--- src/lst_ram.sv ---
module lst_ram #(
    parameter int WIDTH = 32,
    parameter int DEPTH = 16
) (
    input  logic                     clk,
    input  logic                     we,
    input  logic [$clog2(DEPTH)-1:0] waddr,
    input  logic [WIDTH-1:0]         wdata,
    input  logic [$clog2(DEPTH)-1:0] raddr,
    output logic [WIDTH-1:0]         rdata
);

    logic [WIDTH-1:0] mem [DEPTH];

    // One write port and one registered read port.
    always_ff @(posedge clk)
    begin
        if (we)
        begin
            mem[waddr] <= wdata;
        end
        rdata <= mem[raddr];
    end

endmodule

--- config.mk ---
export PLATFORM = sky130hd
export DESIGN_NAME = lst_ram
export DESIGN_NICKNAME = d
export VERILOG_FILES = /design/src/lst_ram.sv
export SDC_FILE = /design/constraint.sdc
export NUM_CORES = 1
export LEC_CHECK = 0
export ABC_AREA = 0
export BUFFER_PORTS_ARGS = -buffer_cell sky130_fd_sc_hd__buf_2
export CAP_MARGIN = 20
export CORE_MARGIN = 2
export CORE_UTILIZATION = 45
export CTS_CLUSTER_SIZE = 28
export DETAILED_ROUTE_END_ITERATION = 7
export GPL_ROUTABILITY_DRIVEN = 0
export HOLD_SLACK_MARGIN = 0.08
export SYNTH_ARGS = -nofsm -noshare
export SYNTH_HDL_FRONTEND = slang
export SYNTH_SLANG_ARGS = --single-unit
--- constraint.sdc ---
create_clock -name clk -period 7.65 [get_ports clk]
set_input_delay 1.9125 -clock clk [delete_from_list [all_inputs] [get_ports clk]]
set_output_delay 1.9125 -clock clk [all_outputs]
set_load 0.05 [all_outputs]
Word level (Yosys, flattened, before mapping)
Memory sizes are Yosys's and may differ from the RTL's. A register that Yosys moved wholly into a read port is not among the register bits.
Cells that the tools add are included.
{"block": "totals", "elab_cells": 3, "latch_bits": 0, "mem_bits_rw": 512, "regBits": 0, "rom_bits": 0, "memories": 1}
{"block": "classes", "n_mul": 0, "mux": 2, "n_reduce_logical": 0, "bitwise_logic": 0, "div": 0, "shifts": 0, "addsub": 0, "n_lt_le_gt_ge": 0, "eq_ne": 0}
{"name": "mem", "words": 16, "word_bits": 32, "rd": 1, "rd_ports_with_merged_regs": 1, "wr": 1, "line": "13", "text": "logic [WIDTH-1:0] mem [DEPTH];"}
{"cell": "$mux 1", "count": 2}

Longest topological paths before layout
{"block": "logic_depth", "word_depth": 2, "depth_mapped": 5}

Least setup slack after synthesis
Ideal clock, no wire load.
{"block": "synth_timing", "path_type": "input to register", "from": "input port waddr[2]", "to": "memory mem[0][0], enable pin", "setup_ns": 0.461, "path_stages": 2, "slack_ns": 2.558, "arrival_ns": 4.631, "path_buffers": 0, "required_ns": 7.189, "path_cell_list": "or3b_2 nor3_1"}
{"element": "start, declared", "line": "7", "text": "input logic [$clog2(DEPTH)-1:0] waddr,"}
{"element": "end, declared", "line": "13"}
No word-level cell before the write port.

==> results.py <==
metrics = {
    "outcome": {
        "outcome": "finished, final reports clean",
    },
    "drt": {
        "drt_iter0_markers": 851,
        "wire_per_inst_um": 25.78,
        "drt-total-wl_mm": 40.73,
        "num_vias": 8936,
        "antenna_left": 0,
        "via_per_inst": 5.656,
        "drcViolationCount": 0,
        "firstDrtPassIters": 5,
    },
    "floorplan": {
        "die_h_um": 214.0,
        "ios": 74,
        "initial_core_util_pct": 45.89,
        "die-area_mm2": 0.04582,
        "num_rows": 76,
        "coreArea_mm2": 0.04327,
        "chipWidth_um": 214.0,
    },
    "worst_setup_path": {
        "cp-startpoint": "raddr[1]",
        "path_cells": "buf_6, buf_4, mux4_2, a22oi_1, nand2_1",
        "crit_arrival_ns": 4.09,
        "cp-end-kind": "flop",
        "slowest_delay_ns": 0.70,
        "r2r_start": "mem[8][24]",
        "critical_path.top_delay_family": "buffers and inverters",
        "critPathLaunchType": "primary input",
        "critical_path.max_fanout": 84,
        "critPathRequiredTime_ns": 8.12,
        "crit_slowest_cell": "buf_4",
        "crit_buf_inv": 2,
        "crit_type": "primary input to flop",
        "ff2ff_path_depth": 3,
        "path_depth": 5,
    },
    "synth": {
        "yosysUniqueCellTypes": 18,
        "synth_xor_area_share_pct": 0,
        "synth_mux_area_share_pct": 14.52,
        "synth_fa_ha_area_share_pct": 0,
        "ys_warn_count": 0,
        "yosysSeqAreaShare_pct": 80.67,
        "synthSimpleGateAreaFrac_pct": 1.273,
        "synth_compound_area_share_pct": 2.420,
        "syn_avg_cell_area_um2": 23.69,
        "syn_nets": 880,
        "synth_top_family_by_area": "multiplexers",
        "synth_seq_cells": 544,
        "synth_area_mm2": 0.01985,
        "netlist_instances": 838,
    },
    "cts": {
        "cts_setup_buffers": 0,
        "cts_hold_buf": 0,
        "clk_pin_slew_worst_paths_ns": 0.06,
        "insertion_delay_ns": 0.59,
        "numClockSinks": 544,
        "cts-resized-gates": 0,
        "numCtsBuffers": 55,
        "clockBufferDepth": 3,
        "htree_levels": 2,
        "cts_tree": "yes",
        "clk_root_buffer_cell": "clkbuf_16",
    },
    "sta": {
        "slew_violations": 0,
        "finalCritPeriodShare_pct": 47.37,
        "finalWorstSetupSlack_ns": 4.026,
        "finalSetupViolCount": 0,
        "fmax_mhz": 276.0,
        "tns_ns": 0,
        "min_period_ns": 3.624,
        "rsz0062_at_grt": "no",
        "tightest_slew_ns": 1.090,
        "hold_ws_ns": 0.6677,
        "hold_violations": 0,
        "slew_headroom_pct": 27.34,
        "skew_ns": 0.007480,
    },
    "finish": {
        "drive_gt1_share_pct": 33.10,
        "area.growth.synth_to_final_pct": 15.14,
        "nNetsFinal": 990,
        "final_common_cell": "edfxtp_1",
        "layout_common_cells": "edfxtp_1, mux4_2, buf_2",
        "fillCellCount": 3338,
    },
    "pwr": {
        "power.density_mw_per_mm2": 276.5,
        "ir_drop_mv": 0.1764,
        "total_power_mw": 6.320,
        "leakagePower_nw": 7.345,
    },
    "grt": {
        "grt_pass1_vias": 9396,
        "grt_max_degree": 85,
        "grt-ovfl-total": 0,
        "grt_pass1_wl_mm": 61.15,
        "grtUsageTotal_pct": 18.22,
        "antenna_found_initial": 3,
    },
    "placed_design": {
        "dpl.hpwl_mm": 20.17,
        "portBuffers": 73,
        "post-place-ws_ns": 3.340,
    },
    "min_path": {
        "hp-class": "flop to flop",
        "min_path_cells": 3,
        "min-delay-start": "mem[13][0]",
    },
    "run": {
        "maxCapViolCount": 0,
    },
}
## routing by layer
metal / global-route usage, % / vias up / routed length [um]
met2: 28.46 / 255 / 19220
met4: 4.779 / 6 / 696
met3: 3.277 / 60 / 2257
li1: - / 3800 / -
met1: 26.78 / 4815 / 18520
met5: 0 / - / 32
## where the power goes
part	leakage [nW]	switching (mW)	internal, mW
combinational	1.56	0.230	0.117
clock	0.892	1.07	1.55
sequential	4.89	0.0215	3.33
## worst register-to-register path: cells and delay by family, from the launching register on
kind	cells	cell delay, ns
AOI/OAI and AO/OA	1	0.24
muxes	1	0.45
DFF	1	0.37
and+or+nand+nor	1	0.11
## metrics by stage
step	util (%)	instance area, um2	std cells
after global routing	52.83	22860	1579
after global placement	48.68	21060	1476
after CTS	52.83	22860	1579
after floorplan	-	19850	838
final	52.84	22860	1580
after detailed placement	48.68	21060	1476
## cell type report
class | instances | area (um2) | area share (%)
Clock inverter | 25 | 200.2 | 0.8757
Antenna cell | 1 | 2.502 | 0.01095
Tap cell | 585 | 732.0 | 3.202
Timing Repair Buffer | 96 | 565.5 | 2.474
Clock buffer | 78 | 1595 | 6.978
Sequential cell | 544 | 16020 | 70.06
Multi-Input combinational cell | 251 | 3750 | 16.40
## logic make-up after synthesis
family                 count (synthesis)
DFF                                  544
muxes                                128
AOI/OAI and AO/OA                     64
buffers and inverters                 43
and+or+nand+nor                       59
## registers in the layout, summed over array words and instances (netlist names)
name   cells
mem      512
rdata     32
## synth_stat cells, drive strengths merged
cell    instances  area (um2)
and2            1       6.260
nand2b          2       12.51
nor3            4       20.02
mux4          128        2883
or3b            1       8.760
buf            26       158.9
nor2b           2       12.51
nand3b          2       15.01
nand2          33       123.9
dfxtp          32       640.6
nand3           1       5.000
a22oi          64       480.5
clkbuf         17       63.81
nor2           13       48.80
edfxtp        512       15370
## path summary, 6_finish.rpt
kind	end	slack [ns]
min	rdata[0]	0.67
min reg2reg	rdata[0]	0.67
max	rdata[4]	4.03
max reg2reg	rdata[24]	6.36
Power figures use the tool's default switching activity.
