`src/lst_pkg.sv`:
```
package lst_pkg;

    // Sizes of the weight store, the feature buffer and the sigmoid table.
    localparam int MAX_FEATURES = 16;
    localparam int IDX_W = $clog2(MAX_FEATURES);
    localparam int CNT_W = $clog2(MAX_FEATURES + 1);
    localparam int SIG_SIZE = 256;
    localparam int SIG_IDX_W = $clog2(SIG_SIZE);

    // Stream payload widths (whole bytes) and configuration port widths.
    localparam int IN_DATA_W = 40;
    localparam int OUT_DATA_W = 40;
    localparam int CFG_IDX_W = 3;
    localparam int CFG_DATA_W = 17;

    // Fixed-point constants.
    localparam logic [16:0] ONE_Q16 = 17'd65536;
    localparam logic [16:0] LR_MIN = 17'd7;
    localparam logic [15:0] SW_MIN = 16'd13;

    // Configuration register indexes.
    typedef enum logic [CFG_IDX_W-1:0] {
        REG_FEATURE_DIM   = 3'd0,
        REG_LEARNING_RATE = 3'd1,
        REG_L2_DECAY      = 3'd2,
        REG_TRAIN_ENABLE  = 3'd3,
        REG_BLEND_ALPHA   = 3'd4
    } cfg_reg_t;

    // Clamped configuration, as the datapath sees it.
    typedef struct packed {
        logic [CNT_W-1:0] dim;
        logic [16:0]      lr;
        logic [16:0]      l2;
        logic             train;
        logic [16:0]      alpha;
    } cfg_t;

    // Sequencer states.
    typedef enum logic [3:0] {
        ST_IDLE,
        ST_ACC,
        ST_SUM,
        ST_LOOK,
        ST_POST,
        ST_UPD_READ,
        ST_UPD_MUL,
        ST_UPD_SCALE,
        ST_UPD_WRITE,
        ST_BMUL,
        ST_BIAS,
        ST_DONE
    } state_t;

    typedef logic [16:0] sig_tab_t [SIG_SIZE];

    // Sigmoid of a nonnegative Q16 value, result Q0.16. Used at elaboration only.
    function automatic logic [16:0] sig_pos(input logic [63:0] a);
        logic [63:0] y;
        logic [63:0] y2;
        logic [63:0] y3;
        logic [63:0] e;
        logic [63:0] d;
        logic [63:0] n;
        logic [63:0] rem;
        logic [16:0] q;
        y = a << 6;
        y2 = (y * y) >> 30;
        y3 = (y2 * y) >> 30;
        e = (64'd1 << 30) - y + (y2 >> 1) - (y3 / 64'd6);
        for (int k = 0; k < 8; k++)
        begin
            e = (e * e + (64'd1 << 29)) >> 30;
        end
        d = (64'd1 << 30) + e;
        n = (64'd1 << 46) + (d >> 1);
        rem = 64'd0;
        q = 17'd0;
        // Restoring long division of n by d.
        for (int b = 47; b >= 0; b--)
        begin
            rem = {rem[62:0], n[b]};
            q = {q[15:0], 1'b0};
            if (rem >= d)
            begin
                rem = rem - d;
                q[0] = 1'b1;
            end
        end
        return q;
    endfunction

    function automatic sig_tab_t build_sig_table();
        sig_tab_t tab;
        logic signed [63:0] xq;
        for (int i = 0; i < SIG_SIZE; i++)
        begin
            xq = $signed((64'(i) << 20) / SIG_SIZE) - 64'sd524288;
            if (xq >= 0)
            begin
                tab[i] = sig_pos(xq);
            end
            else
            begin
                tab[i] = ONE_Q16 - sig_pos(-xq);
            end
        end
        return tab;
    endfunction

    localparam sig_tab_t SIG_TABLE = build_sig_table();

    // Saturate to the signed 32-bit range.
    function automatic logic signed [31:0] sat32(input logic signed [63:0] v);
        logic signed [31:0] r;
        if (v > 64'sd2147483647)
        begin
            r = 32'sh7FFFFFFF;
        end
        else if (v < -64'sd2147483648)
        begin
            r = 32'sh80000000;
        end
        else
        begin
            r = v[31:0];
        end
        return r;
    endfunction

endpackage

```
`src/lst_cfg.sv`:
```
module lst_cfg (
    input  logic                            clk,
    input  logic                            rst_n,
    input  logic                            cfg_valid,
    output logic                            cfg_ready,
    input  logic [lst_pkg::CFG_IDX_W-1:0]   cfg_index,
    input  logic [lst_pkg::CFG_DATA_W-1:0]  cfg_data,
    output lst_pkg::cfg_t                   cfg
);

    lst_pkg::cfg_t cfg_reg;
    lst_pkg::cfg_t cfg_next;

    assign cfg_ready = 1'b1;
    assign cfg = cfg_reg;

    // Each register is clamped to its legal range as it is written.
    always_comb
    begin
        cfg_next = cfg_reg;
        if (cfg_valid)
        begin
            case (cfg_index)
                lst_pkg::REG_FEATURE_DIM:
                begin
                    if (cfg_data[4:0] == 5'd0)
                    begin
                        cfg_next.dim = lst_pkg::CNT_W'(1);
                    end
                    else if (32'(cfg_data[4:0]) > lst_pkg::MAX_FEATURES)
                    begin
                        cfg_next.dim = lst_pkg::CNT_W'(lst_pkg::MAX_FEATURES);
                    end
                    else
                    begin
                        cfg_next.dim = lst_pkg::CNT_W'(cfg_data[4:0]);
                    end
                end
                lst_pkg::REG_LEARNING_RATE:
                begin
                    if (cfg_data < lst_pkg::LR_MIN)
                    begin
                        cfg_next.lr = lst_pkg::LR_MIN;
                    end
                    else if (cfg_data > lst_pkg::ONE_Q16)
                    begin
                        cfg_next.lr = lst_pkg::ONE_Q16;
                    end
                    else
                    begin
                        cfg_next.lr = cfg_data;
                    end
                end
                lst_pkg::REG_L2_DECAY:
                begin
                    cfg_next.l2 = (cfg_data > lst_pkg::ONE_Q16) ? lst_pkg::ONE_Q16 : cfg_data;
                end
                lst_pkg::REG_TRAIN_ENABLE:
                begin
                    cfg_next.train = cfg_data[0];
                end
                lst_pkg::REG_BLEND_ALPHA:
                begin
                    cfg_next.alpha = (cfg_data > lst_pkg::ONE_Q16) ?
                                     lst_pkg::ONE_Q16 : cfg_data;
                end
                default:
                begin
                    cfg_next = cfg_reg;
                end
            endcase
        end
    end

    always_ff @(posedge clk or negedge rst_n)
    begin
        if (!rst_n)
        begin
            cfg_reg.dim <= lst_pkg::CNT_W'(13);
            cfg_reg.lr <= 17'd655;
            cfg_reg.l2 <= 17'd0;
            cfg_reg.train <= 1'b1;
            cfg_reg.alpha <= lst_pkg::ONE_Q16;
        end
        else
        begin
            cfg_reg <= cfg_next;
        end
    end

endmodule

```
`config.mk`:
```
export PLATFORM = sky130hd
export DESIGN_NAME = lst_cfg
export DESIGN_NICKNAME = d
export VERILOG_FILES = /design/src/lst_pkg.sv /design/src/lst_cfg.sv
export SDC_FILE = /design/constraint.sdc
export NUM_CORES = 1
export LEC_CHECK = 0
export ABC_AREA = 1
export ABC_CLOCK_PERIOD_IN_PS = 800
export BUFFER_PORTS_ARGS = -buffer_cell sky130_fd_sc_hd__buf_2
export CAP_MARGIN = 10
export CORE_MARGIN = 1
export CORE_UTILIZATION = 44
export DETAILED_ROUTE_END_ITERATION = 10
export PLACE_DENSITY = 0.84
export RECOVER_POWER = 50
export SYNTH_ARGS = -nofsm -noshare
export SYNTH_HDL_FRONTEND = slang
export SYNTH_SLANG_ARGS = --single-unit
export TNS_END_PERCENT = 20
```
`constraint.sdc`:
```
create_clock -name clk -period 0.8 [get_ports clk]
set_clock_uncertainty 0.05 [all_clocks]
set_input_delay 0.16 -clock clk [delete_from_list [all_inputs] [get_ports clk]]
set_output_delay 0.16 -clock clk [all_outputs]
set_load 0.005 [all_outputs]
```
# Yosys cells after proc, flatten, opt, wreduce, memory -nomap -nowiden
# Cells that the tools add are included.
# totals
elab_cells	23
regBits	57
input_bits	23
output_inout_bits	58
# op_classes
muxes	4
reduce_logical	7
eq_ne	4
n_lt_le_gt_ge	3
# ops
operator	n
$mux 17	2
$gt 17x17->1 const B	1
$lt 17x3->1 const B	1
$mux 5	2
$reduce_and 2->1	5
$eq 3x2->1 const B	2
$gt 5x5->1 const B	1
$logic_not 5->1	1
$eq 3x1->1 const B	1
$eq 3x3->1 const B	1
$logic_not 3->1	1

# Longest topological paths before layout
# Gate-level depths: netlist of run 1.
# depth
word_depth	3
depth_mapped	8
depth_no_buf	7

# Worst setup path before layout of run 1
# No wires, ideal clock.
# synth_timing
kind	input to register
start	input cfg_valid
end	register cfg_reg (netlist bit cfg[47])
arrival_ns	0.847
cell_stages	7
setup_ns	0.136
required_time_ns	0.614
n_path_buf	2
path_slack_ns	-0.233
path_cell_list	inv_2 > nor2_2 > nand3_1 > buf_2 > buf_2 > nand2_1 > o21ai_0
# synth_between
elab_chain_cells	1
# synth_rtl
element	line_no	source
start, declared	lst_cfg.sv:4	input logic cfg_valid,
$reduce_and 2->1 (no line)	-	
end signal, assigned	lst_cfg.sv:87	cfg_reg <= cfg_next;
end, declared	lst_cfg.sv:11	lst_pkg::cfg_t cfg_reg;
# No other way between the ends.
# A chain may end at the register's enable or synchronous reset.

# Worst setup path in the final report of run 1
# layout_timing
start	register cfg_reg (netlist bit cfg[17])
end	output cfg[17] (netlist name)
# layout_rtl
element	line_no	source
end, declared	lst_cfg.sv:8	output lst_pkg::cfg_t cfg
# No word-level cell between the ends.

==> impl_summary.txt, run 1 <==
----------------------------------------------------
[Pwr]
  Sw Ratio ... between 20 and 30%
  VDD IR max ... ~1100 µV
  Relative contribution of sequential cells to total power ... ~48%
  Clock Power Share ... 29.7%
  Net switching power figure ... around 2.1 mW
  Overall power of the completed layout ... approximately 7.7 mW
  Power per Cell Area ... approximately 2100 nW/µm²
  Comb pwr share ... 22.5%
  Leakage power summed over all cells ... ~1.9 nW
  Pint ... 5.531 mW

[GRT]
  First-pass GRT wire length ... between 9000 and 10000 µm
  Antenna violations before repair ... 0
  Vias in the first global route ... 1968
  Total routing usage reported by global routing ... approximately 23%
  Gr ovfl total ... 0
  Largest net degree at the start of global routing ... 34

[Floorplanning]
  Number of rows in the core area ... 26
  Die span in x ... around 75 µm
  Chip height ... about 75 µm
  Core Footprint ... ~5100 µm²
  Initial cell density of the core ... between 40 and 50%
  Top-Level Pins ... 81
  Die Area ... ~5600 µm²

[Worst setup path]
  Largest stage delay on the critical path ... ~0.54 ns
  Worst Reg2Reg Path Length in Cells ... 3
  Arrival time of data at the critical path endpoint ... around 0.97 ns
  Source of the worst register-to-register timing path ... cfg[35]
  Library cell contributing the largest single delay on the critical path ... sky130_fd_sc_hd__dfstp_2
  Endpoint of the worst setup timing path ... cfg[17]
  Number of buffers and inverters on the critical path ... 1
  Cell depth of the worst setup path ... 1
  Critical Path Sink Type ... primary output
  Cells along the critical path ... buf_2
  Critical path required time ... a little under 0.6 ns
  Startpoint Class ... flip-flop
  Register-to-register path setup slack ... -0.12 ns
  Critical path launch point ... cfg[17]
  Maximum fanout along the worst path ... 2
  Path type of the worst setup path ... flip-flop to primary output
  Largest delay share family, worst path ... flip-flops
  Crit Reg-Reg Endpoint ... cfg[35]

[Clocking]
  Skew-Pair Late Insertion Delay ... around 0.33 ns
  H-tree depth ... 3
  CTS Buf Count ... 9
  Clock tree from TritonCTS ... yes
  Clock slew seen by the registers of the worst setup and hold paths ... 0.06 ns
  Number of sinks on the clock net ... 57
  Maximum count of clock buffers along a single path ... 2
  Root Buffer Master ... sky130_fd_sc_hd__clkbuf_8

[Placed design]
  Cell area after placement ... approximately 3200 µm²
  Count of buffers inserted at the top-level ports ... 79
  Worst slack after detailed placement ... -0.5760 ns
  HPWL reported at the end of detailed placement ... around 4400 µm
  Gp weighted congestion ... around 0.81

[Logic synthesis]
  Yosys warning count ... 0
  Area share of the largest cell type after synthesis ... about half
  EDFF count, synth ... 0
  Count of mapped cells out of synthesis ... ~250
  Largest area contributor in the netlist ... sky130_fd_sc_hd__dfrtp_1
  Syn Area/Cell ... just over 9 µm²
  Synth area leaders ... sky130_fd_sc_hd__dfrtp_1 49%, sky130_fd_sc_hd__dfstp_2 12%, sky130_fd_sc_hd__nand2_1 11%
  Leading register cell type out of synthesis ... sky130_fd_sc_hd__dfrtp_1
  Fraction of registers with async set or reset after synthesis ... 100.0%
  Share of the yosys chip area belonging to registers ... 61.26%
  Count of different cell masters after synthesis ... 23
  Synthesized Nets ... approximately 280
  Combined area of all synthesized cells ... 2351 µm²
  Post-synthesis sequential element count ... 57

[Outcome]
  Violated checks ... setup timing
  Run status ... finished, violations left

[STA]
  Final Hold Fails ... 0
  Number of pins with negative max-slew slack in the final report ... 0
  Unrepaired setup endpoints after global routing ... true
  Achievable frequency ... between 800 and 900 MHz
  Number of endpoints failing setup at the final stage ... 103
  Final setup slack of the worst path ... -0.3802 ns
  Shortest clock period the worst path allows after layout ... 1.180 ns
  Final critical-path share of the clock period ... 147.5%
  Final total negative setup slack ... -20.77 ns

[Finish]
  Final core utilization ... between 60% and 70%
  Top library cells by usage in the layout, fill and taps aside ... 68 x sky130_fd_sc_hd__nand2_1, 68 x sky130_fd_sc_hd__buf_2, 46 x sky130_fd_sc_hd__dfrtp_1, 37 x sky130_fd_sc_hd__buf_4, 23 x sky130_fd_sc_hd__o21ai_1
  Count of inserted antenna diode cells ... 0
  Flip-flop count of the largest register, all copies and words added ... 57
  Fillers ... between 300 and 400
  Area growth, synth to finish ... 52.53%
  Finished layout cell area ... 3586 µm²
  Share of cells above drive strength 1 ... around half
  Nets ... ~400

[Detailed routing]
  Total wire length ... roughly 6300 µm
  DR WL/cell ... ~14 µm
  Initial drt markers ... 73
  Antenna Violating Nets Remaining ... 0
  Via density ... about 4.8
  Drt drc ... 0
  Via count of the routed design ... around 2200
  First-pass detailed-route iteration total ... 5

[Run]
  Maximum Capacitance Violations ... 0

[Hold path]
  Class of the most critical hold timing path ... input port to flip-flop

----------------------------------------------------
## layer usage
metal / vias up / GRT usage [%] / share of wire [%]
met5: - / 0 / 0
met4: 0 / 11.32 / 2.2
met3: 14 / 5.756 / 4.3
met2: 69 / 37.24 / 51
met1: 1010 / 29.05 / 42
li1: 1060 / - / -
## worst min-delay path by stage
| stage | startpoint | to | slack (ns) | cells past startpoint |
|---|---|---|---|---|
| CTS | cfg_data[9] | cfg[44] | 0.04 | 3 |
| floorplan | rst_n | cfg[0] | -0.19 | 0 |
| global route | cfg_data[9] | cfg[44] | 0.06 | 3 |
| global placement | rst_n | cfg[29] | 0.11 | 2 |
| finish | cfg_data[9] | cfg[44] | 0.07 | 3 |
| detailed placement | rst_n | cfg[29] | 0.11 | 2 |
## what timing repair did
item	in CTS	in global routing
setup buffers	4	6
resized for setup	10	36
endpoints found under the setup margin	109	112
pin swaps	1	4
hold buffers	1	0
hold endpoints to repair	48	0
## tightest hold or removal path: stages
cell and delay, ns:
sky130_fd_sc_hd__buf_2 0.14, sky130_fd_sc_hd__nand2_4 0.09, sky130_fd_sc_hd__o21ai_2 0.05
## power groups by stage
stage          registers, mW  clock network [mW]  logic, mW
3_3_place_gp            3.67                   0       1.39
5_1_grt                 3.71                2.44       1.93
3_5_place_dp            3.67                   0       1.45
6_report                3.66                2.28       1.73
4_1_cts                 3.63                2.29       1.53
2_1_floorplan           3.71                   0      0.547
## final cells by class
| class | instances | area (µm²) | share of cell area, % |
|---|---|---|---|
| Multi-Input combinational cell | 165 | 937.1 | 26.13 |
| Clock inverter | 1 | 5.005 | 0.1396 |
| Clock buffer | 15 | 156.4 | 4.361 |
| Sequential cell | 57 | 1440 | 40.16 |
| Timing Repair Buffer | 124 | 875.8 | 24.42 |
| Tap cell | 70 | 87.58 | 2.442 |
| Inverter | 19 | 83.83 | 2.338 |
## kinds of logic after synthesis
kind of cell / Yosys count / synth area share, %
AND/OR/NAND/NOR: 110 / 19.90
flip-flops: 57 / 61.26
AO/OA/AOI/OAI: 53 / 12.40
buffers and inverters: 30 / 5.800
multiplexers: 1 / 0.4789
other: 1 / 0.1595
## through the flow
step           hold WS [ns]  std cells
2_1_floorplan       -0.1856        252
3_3_place_gp         0.1050        424
3_5_place_dp         0.1100        424
4_1_cts             0.04385        445
5_1_grt             0.06037        451
6_report            0.06538        451
## synthesized netlist by cell type, types with 2 or more instances
master / n
sky130_fd_sc_hd__nor3_2: 2
sky130_fd_sc_hd__dfstp_2: 11
sky130_fd_sc_hd__nor2_1: 21
sky130_fd_sc_hd__inv_1: 15
sky130_fd_sc_hd__clkbuf_1: 2
sky130_fd_sc_hd__a21oi_1: 4
sky130_fd_sc_hd__dfrtp_1: 46
sky130_fd_sc_hd__nand2_2: 10
sky130_fd_sc_hd__o21ai_0: 10
sky130_fd_sc_hd__inv_2: 4
sky130_fd_sc_hd__buf_2: 7
sky130_fd_sc_hd__nand2_1: 70
sky130_fd_sc_hd__nand3_1: 4
sky130_fd_sc_hd__o21ai_2: 6
sky130_fd_sc_hd__o21ai_1: 32
(Power assumes the default switching activity.)
==> inputs of run 2 (changes only) <==
==> constraint.sdc (replaced) <==
create_clock -name clk -period 0.8 [get_ports clk]
set_clock_uncertainty 0.05 [all_clocks]
set_input_delay 0.04 -clock clk [delete_from_list [all_inputs] [get_ports clk]]
set_output_delay 0.04 -clock clk [all_outputs]
set_load 0.005 [all_outputs]
==> run 2 against run 1 <==
- the run ends with hold timing, setup timing left
- worst setup slack improved by 0.13 ns
- wire length decreased by 3.2%
- cell area decreased by 2.0%
- hold slack got worse by 0.068 ns
- sequential share of layout area is 0.80 points higher
- total power up 1.7%
- clock power grew 7%
- non-clock buffer count shrank 2
- critical path type unchanged
- critical endpoint is now cfg[37]
==> impl_summary.txt, run 2 (same netlist as run 1, synthesis figures left out) <==
----------------------------------------------------
[Worst setup path]
  Cells along the critical path ... buf_6
  Largest stage delay on the critical path ... 0.55 ns (about the same)
  Startpoint Class ... flip-flop
  Cell depth of the worst setup path ... 1 (unchanged)
  Worst Reg2Reg Path Length in Cells ... 3 (unchanged)
  Critical Path Sink Type ... primary output
  Arrival time of data at the critical path endpoint ... 0.96 ns (about the same)
  Number of buffers and inverters on the critical path ... 1 (unchanged)
  Path type of the worst setup path ... flip-flop to primary output
  Critical path required time ... 0.71 ns (+0.12 ns)
  Largest delay share family, worst path ... flip-flops
  Library cell contributing the largest single delay on the critical path ... sky130_fd_sc_hd__dfstp_2
  Maximum fanout along the worst path ... 2 (unchanged)

[Floorplanning]
  Die span in x ... 75.10 µm (unchanged)
  Die Area ... 5639 µm² (unchanged)
  Chip height ... 75.10 µm (unchanged)
  Core Footprint ... 5140 µm² (unchanged)
  Initial cell density of the core ... 45.74% (unchanged)
  Top-Level Pins ... 81 (unchanged)
  Number of rows in the core area ... 26 (unchanged)

[GRT]
  Total routing usage reported by global routing ... 22.63% (-0.45 points)
  Gr ovfl total ... 0 (unchanged)
  Antenna violations before repair ... 0 (unchanged)
  First-pass GRT wire length ... 9246 µm (-0.88%)
  Largest net degree at the start of global routing ... 58 (+71%)
  Vias in the first global route ... 2047 (+4.0%)

[Detailed routing]
  DR WL/cell ... 13.63 µm (-2.8%)
  Drt drc ... 0 (unchanged)
  Via count of the routed design ... 2144 (-0.42%)
  Total wire length ... 6120 µm (-3.2%)
  Initial drt markers ... 115 (+58%)
  Antenna Violating Nets Remaining ... 0 (unchanged)
  Via density ... 4.775 (about the same)
  First-pass detailed-route iteration total ... 6 (+1)

[Hold path]
  Hold path depth ... 4 (+1)
  Class of the most critical hold timing path ... input port to flip-flop

[Finish]
  Area growth, synth to finish ... 49.55%
  Cell Count, Final, Fillers Out ... 449 (-0.44%)
  Flip-flop count of the largest register, all copies and words added ... 57 (unchanged)
  Top library cells by usage in the layout, fill and taps aside ... 69 x sky130_fd_sc_hd__nand2_1, 69 x sky130_fd_sc_hd__buf_2, 46 x sky130_fd_sc_hd__dfrtp_1, 36 x sky130_fd_sc_hd__buf_4, 28 x sky130_fd_sc_hd__o21ai_1
  Share of cells above drive strength 1 ... 50.13% (-1.8 points)
  Count of inserted antenna diode cells ... 0 (unchanged)
  Nets ... 397 (-0.50%)
  Finished layout cell area ... 3516 µm² (-2.0%)

[Clocking]
  CTS Buf Count ... 9 (unchanged)
  Clock tree from TritonCTS ... yes
  H-tree depth ... 3 (unchanged)
  Root Buffer Master ... sky130_fd_sc_hd__clkbuf_8
  Clock slew seen by the registers of the worst setup and hold paths ... 0.07 ns (about the same)
  Skew-Pair Late Insertion Delay ... 0.32 ns (about the same)
  Maximum count of clock buffers along a single path ... 2 (unchanged)
  Number of sinks on the clock net ... 57 (unchanged)

[STA]
  Final critical-path share of the clock period ... 131.8% (-16 points)
  Achievable frequency ... 948.5 MHz (+12%)
  Final setup slack of the worst path ... -0.2543 ns (+0.1259 ns)
  Smallest hold slack ... -0.002411 ns (-0.06779 ns)
  Number of endpoints failing setup at the final stage ... 64 (-38%)
  Final total negative setup slack ... -8.167 ns (+12.61 ns)
  Final Hold Fails ... 1 (+1)
  Shortest clock period the worst path allows after layout ... 1.054 ns (-0.1259 ns)
  Number of pins with negative max-slew slack in the final report ... 0 (unchanged)
  Unrepaired setup endpoints after global routing ... true

[Pwr]
  Leakage power summed over all cells ... 1.862 nW (-1.5%)
  VDD IR max ... 1285 µV (+17%)
  Overall power of the completed layout ... 7.792 mW (+1.7%)
  Power per Cell Area ... 2216 nW/µm² (+3.7%)

[Placed design]
  Worst slack after detailed placement ... -0.3442 ns (+0.2318 ns)
  Gp weighted congestion ... 0.8455 (+4.4%)
  Dpl cells ... 419 (-1.2%)
  Count of buffers inserted at the top-level ports ... 79 (unchanged)
  HPWL reported at the end of detailed placement ... 4325 µm (-1.2%)
  Cell area after placement ... 3104 µm² (-2.9%)

[Outcome]
  Run status ... finished, violations left
  Violated checks ... hold timing, setup timing

[Run]
  Maximum Capacitance Violations ... 0 (unchanged)

----------------------------------------------------
[run 2: per-layer routing]
layer / routed length, µm / share of wire (%) / track usage, %
met1: 2680 / 44 / 29.31
met2: 3049 / 50 / 36.64
met3: 276 / 4.5 / 4.685
met4: 114 / 1.9 / 10.48
met5: 0 / 0 / 0
[run 2: path summary, 6_finish.rpt]
check	start	to	slack [ns]
setup / recovery	cfg[37]	cfg[37]	-0.25
hold / removal	cfg_index[0]	cfg[21]	-0.002
setup reg to reg	cfg[35]	cfg[35]	-0.12
hold reg to reg	cfg[55]	cfg[55]	0.43
max in group asynchronous	rst_n	cfg[55]	0.06
min in group asynchronous	rst_n	cfg[9]	0.27
[run 2: layout make-up]
type | instances | area (µm²)
clock buffers | 13 | 168.9
clock inverters | 3 | 15.01
fillers | 430 | 1624
inverters | 19 | 78.83
multi-input cells | 165 | 902.1
flip-flops and latches | 57 | 1440
well taps | 70 | 87.58
repair buffers | 122 | 823.3
[run 2: repair_timing]
action                     in CTS  in global routing
pin swaps                       1                  1
buffers inserted                3                  8
setup endpoints to repair      64                106
hold buffers                    3                  0
gates resized for setup         0                 33
hold endpoints to repair       63                  0
[run 2: where the power goes]
part	internal, mW	switching (mW)	total [mW]
clock	1.36	1.09	2.45
sequential	3.40	0.262	3.66
combinational	0.907	0.774	1.68
total	5.67	2.12	7.79
[run 2: metrics by stage]
step	util (%)	hold slack, ns
detailed placement	60.39	0.01198
floorplan	-	-0.3056
global route	68.40	0.00006439
finish	68.40	-0.002411
CTS	65.00	-0.02560
global placement	60.39	0.006918
==> inputs of run 3 (changes only) <==
--- a/config.mk
+++ b/config.mk
@@ -5,14 +5,13 @@
 export SDC_FILE = /design/constraint.sdc
 export NUM_CORES = 1
 export LEC_CHECK = 0
-export ABC_AREA = 1
 export ABC_CLOCK_PERIOD_IN_PS = 800
 export BUFFER_PORTS_ARGS = -buffer_cell sky130_fd_sc_hd__buf_2
 export CAP_MARGIN = 10
 export CORE_MARGIN = 1
 export CORE_UTILIZATION = 44
 export DETAILED_ROUTE_END_ITERATION = 10
-export PLACE_DENSITY = 0.84
+export PLACE_DENSITY = 0.85
 export RECOVER_POWER = 50
 export SYNTH_ARGS = -nofsm -noshare
 export SYNTH_HDL_FRONTEND = slang
==> run 3 against run 2 <==
- the run still ends with hold timing, setup timing left
- clock-buffer cell count is the same
- area after synthesis shrank 1.3%
- register-to-register slack gained 0.03 ns
- worst setup slack lost 0.024 ns
- cell area shrank 5.1%
- total power shrank 3.8%
- global-route usage shrank 0.079 points
- die area shrank 1.3%
- combinational power shrank 12%
- hold slack lost 0.018 ns
- first-iteration DRC count shrank 2.6%
- sequential power is essentially flat
- critical endpoint is now cfg[35]
- largest cell class unchanged
==> impl_summary.txt, run 3 <==
----------------------------------------------------
[Finish]
  Share of cells above drive strength 1 ... 46.18% (-4.0 points)
  Area growth, synth to finish ... 43.85%
  Count of inserted antenna diode cells ... 0 (unchanged)
  Commonest non-fill, non-tap cell in the layout ... sky130_fd_sc_hd__buf_2
  Flip-flop count of the largest register, all copies and words added ... 57 (unchanged)
  Finished layout cell area ... 3337 µm² (-5.1%)
  Top library cells by usage in the layout, fill and taps aside ... 69 x sky130_fd_sc_hd__buf_2, 66 x sky130_fd_sc_hd__nand2_1, 46 x sky130_fd_sc_hd__dfrtp_1, 28 x sky130_fd_sc_hd__o21ai_0, 25 x sky130_fd_sc_hd__buf_4
  Nets ... 358 (-9.8%)

[Clocking]
  Skew-Pair Late Insertion Delay ... 0.33 ns (about the same)
  Clock tree from TritonCTS ... yes
  H-tree depth ... 3 (unchanged)
  CTS Hold Bufs ... 8 (+5)
  Maximum count of clock buffers along a single path ... 2 (unchanged)
  CTS Buf Count ... 9 (unchanged)
  Root Buffer Master ... sky130_fd_sc_hd__clkbuf_8
  Clock slew seen by the registers of the worst setup and hold paths ... 0.06 ns (about the same)
  Number of sinks on the clock net ... 57 (unchanged)

[Logic synthesis]
  Leading register cell type out of synthesis ... sky130_fd_sc_hd__dfrtp_1
  Synthesized Nets ... 243 (-12%)
  Synth area leaders ... sky130_fd_sc_hd__dfrtp_1 50%, sky130_fd_sc_hd__dfstp_2 12%, sky130_fd_sc_hd__nand2_1 11%
  Yosys warning count ... 0 (unchanged)
  Post-synthesis sequential element count ... 57 (unchanged)
  Area share of the largest cell type after synthesis ... 49.62% (+0.66 points)
  Most common cell in the netlist ... sky130_fd_sc_hd__nand2_1
  EDFF count, synth ... 0 (unchanged)
  Most frequent cells after synthesis ... 69 x sky130_fd_sc_hd__nand2_1, 46 x sky130_fd_sc_hd__dfrtp_1, 41 x sky130_fd_sc_hd__o21ai_0, 11 x sky130_fd_sc_hd__dfstp_2, 11 x sky130_fd_sc_hd__o21ai_2
  Fraction of registers with async set or reset after synthesis ... 100.0% (unchanged)
  Share of the yosys chip area belonging to registers ... 62.08% (+0.83 points)
  Count of different cell masters after synthesis ... 27 (+17%)
  Largest area contributor in the netlist ... sky130_fd_sc_hd__dfrtp_1
  Syn Area/Cell ... 10.54 µm² (+13%)
  Combined area of all synthesized cells ... 2320 µm² (-1.3%)
  Count of mapped cells out of synthesis ... 220 (-13%)

[Detailed routing]
  Via density ... 4.927 (+3.2%)
  Antenna Violating Nets Remaining ... 0 (unchanged)
  Drt drc ... 0 (unchanged)
  Via count of the routed design ... 2020 (-5.8%)
  Initial drt markers ... 112 (-2.6%)
  DR WL/cell ... 14.26 µm (+4.6%)
  First-pass detailed-route iteration total ... 4 (-2)
  Total wire length ... 5846 µm (-4.5%)

[Worst setup path]
  Number of buffers and inverters on the critical path ... 1 (unchanged)
  Register-to-register path setup slack ... -0.09 ns (+0.03 ns)
  Startpoint Class ... flip-flop
  Critical path required time ... 0.71 ns (about the same)
  Largest delay share family, worst path ... flip-flops
  Arrival time of data at the critical path endpoint ... 0.99 ns (+0.03 ns)
  Worst Reg2Reg Path Length in Cells ... 3 (unchanged)
  Maximum fanout along the worst path ... 2 (unchanged)
  Largest stage delay on the critical path ... 0.56 ns (about the same)
  Library cell contributing the largest single delay on the critical path ... sky130_fd_sc_hd__dfstp_2
  Source of the worst register-to-register timing path ... cfg[38]
  Path type of the worst setup path ... flip-flop to primary output
  Cells along the critical path ... buf_6
  Critical Path Sink Type ... primary output
  Crit Reg-Reg Endpoint ... cfg[38]

[Hold path]
  Origin of the worst min-delay path ... cfg_data[13]
  Hold path depth ... 3 (-1)
  Worst Hold End ... cfg[48]
  Class of the most critical hold timing path ... input port to flip-flop

[Floorplanning]
  Die Area ... 5567 µm² (-1.3%)
  Top-Level Pins ... 81 (unchanged)
  Die span in x ... 74.61 µm (-0.65%)
  Number of rows in the core area ... 26 (unchanged)
  Chip height ... 74.61 µm (-0.65%)
  Core Footprint ... 5107 µm² (-0.63%)
  Initial cell density of the core ... 45.42% (-0.32 points)

[STA]
  Final setup slack of the worst path ... -0.2782 ns (-0.02394 ns)
  Smallest hold slack ... -0.02059 ns (-0.01817 ns)
  Unrepaired setup endpoints after global routing ... true
  Achievable frequency ... 927.5 MHz (-2.2%)
  Final critical-path share of the clock period ... 134.8% (+3.0 points)
  Final Hold Fails ... 2 (+1)
  Number of endpoints failing setup at the final stage ... 75 (+17%)
  Shortest clock period the worst path allows after layout ... 1.078 ns (+0.02394 ns)
  Number of pins with negative max-slew slack in the final report ... 0 (unchanged)
  Final total negative setup slack ... -10.06 ns (-1.896 ns)

[GRT]
  First-pass GRT wire length ... 9018 µm (-2.5%)
  Met2 Resource Use GR ... 35.84% (-0.80 points)
  Gr ovfl total ... 0 (unchanged)
  Antenna violations before repair ... 0 (unchanged)
  Total routing usage reported by global routing ... 22.55% (-0.079 points)
  Met1 Track Usage GR ... 29.04% (-0.27 points)
  Met3 Use GR ... 7.631% (+2.9 points)
  Largest net degree at the start of global routing ... 35 (-40%)
  Vias in the first global route ... 1878 (-8.3%)
  Highest-utilization routing layer at the global route stage ... met2

[Run]
  Maximum Capacitance Violations ... 0 (unchanged)

[Outcome]
  Run status ... finished, violations left
  Violated checks ... hold timing, setup timing

[Placed design]
  Cell area after placement ... 2969 µm² (-4.4%)
  HPWL reported at the end of detailed placement ... 4065 µm (-6.0%)
  Gp weighted congestion ... 0.7975 (-5.7%)
  Count of buffers inserted at the top-level ports ... 79 (unchanged)

[Pwr]
  Power per Cell Area ... 2246 nW/µm² (+1.3%)
  VDD IR max ... 1221 µV (-5.0%)
  Leakage power summed over all cells ... 1.673 nW (-10%)

----------------------------------------------------
run 3: worst max-delay path by stage:
stage / start / endpoint / slack (ns) / cells after the start
2_1_floorplan: cfg_data[12] / cfg[41] / -0.22 / 5
3_3_place_gp: cfg_data[12] / cfg[48] / -0.45 / 6
3_5_place_dp: cfg_data[12] / cfg[35] / -0.49 / 6
4_1_cts: cfg[37] / cfg[37] / -0.29 / 1
5_1_grt: cfg[35] / cfg[35] / -0.31 / 1
6_report: cfg[35] / cfg[35] / -0.28 / 1
run 3: what timing repair did:
action / 4_1_cts / 5_1_grt
setup endpoints to repair: 76 / 101
pin swaps: 2 / 6
buffers inserted: 1 / 5
resized for setup: 9 / 27
hold endpoints to repair: 67 / 1
run 3: power by group:
group / switching, mW / total (mW) / leakage [nW] / internal (mW)
Combinational: 0.696 / 1.48 / 0.861 / 0.780
Sequential: 0.261 / 3.66 / 0.719 / 3.40
Clock: 1.08 / 2.36 / 0.0932 / 1.28
Total: 2.04 / 7.49 / 1.67 / 5.46
run 3: logic make-up (layout without fill, tap and decap cells):
group / after synthesis / count (layout) / synth area share (%)
AOI/OAI and AO/OA: 61 / 61 / 16.18
buffers and inverters: 13 / 133 / 2.912
muxes: 2 / 2 / 0.9708
and+or+nand+nor: 86 / 86 / 17.69
other: 1 / 1 / 0.1617
DFF: 57 / 57 / 62.08
run 3: layout make-up:
type,instances,area (µm²)
clock buffer,13,158.9
clock inverter,3,15.01
fill,421,1770
inverter,1,3.754
multi-input combinational,150,844.6
sequential,57,1440
tap,70,87.58
timing repair buffer,116,787.0
run 3: routing by layer:
layer / part of all wire, % / up-vias
met2: 49 / 67
met3: 5.5 / 7
met1: 45 / 963
met4: 1.1 / 0
met5: 0 / -
li1: - / 983
run 3: metrics by stage:
stage / utilization (%) / hold WS, ns / cells / setup slack [ns] / total power, mW
floorplan: - / -0.3056 / 220 / -0.2197 / 4.167
global placement: 58.13 / -0.1821 / 380 / -0.4480 / 4.917
detailed placement: 58.13 / -0.1823 / 380 / -0.4889 / 4.986
CTS: 63.67 / -0.01618 / 405 / -0.2854 / 7.437
global route: 65.34 / -0.01072 / 410 / -0.3074 / 7.940
finish: 65.34 / -0.02059 / 410 / -0.2782 / 7.494
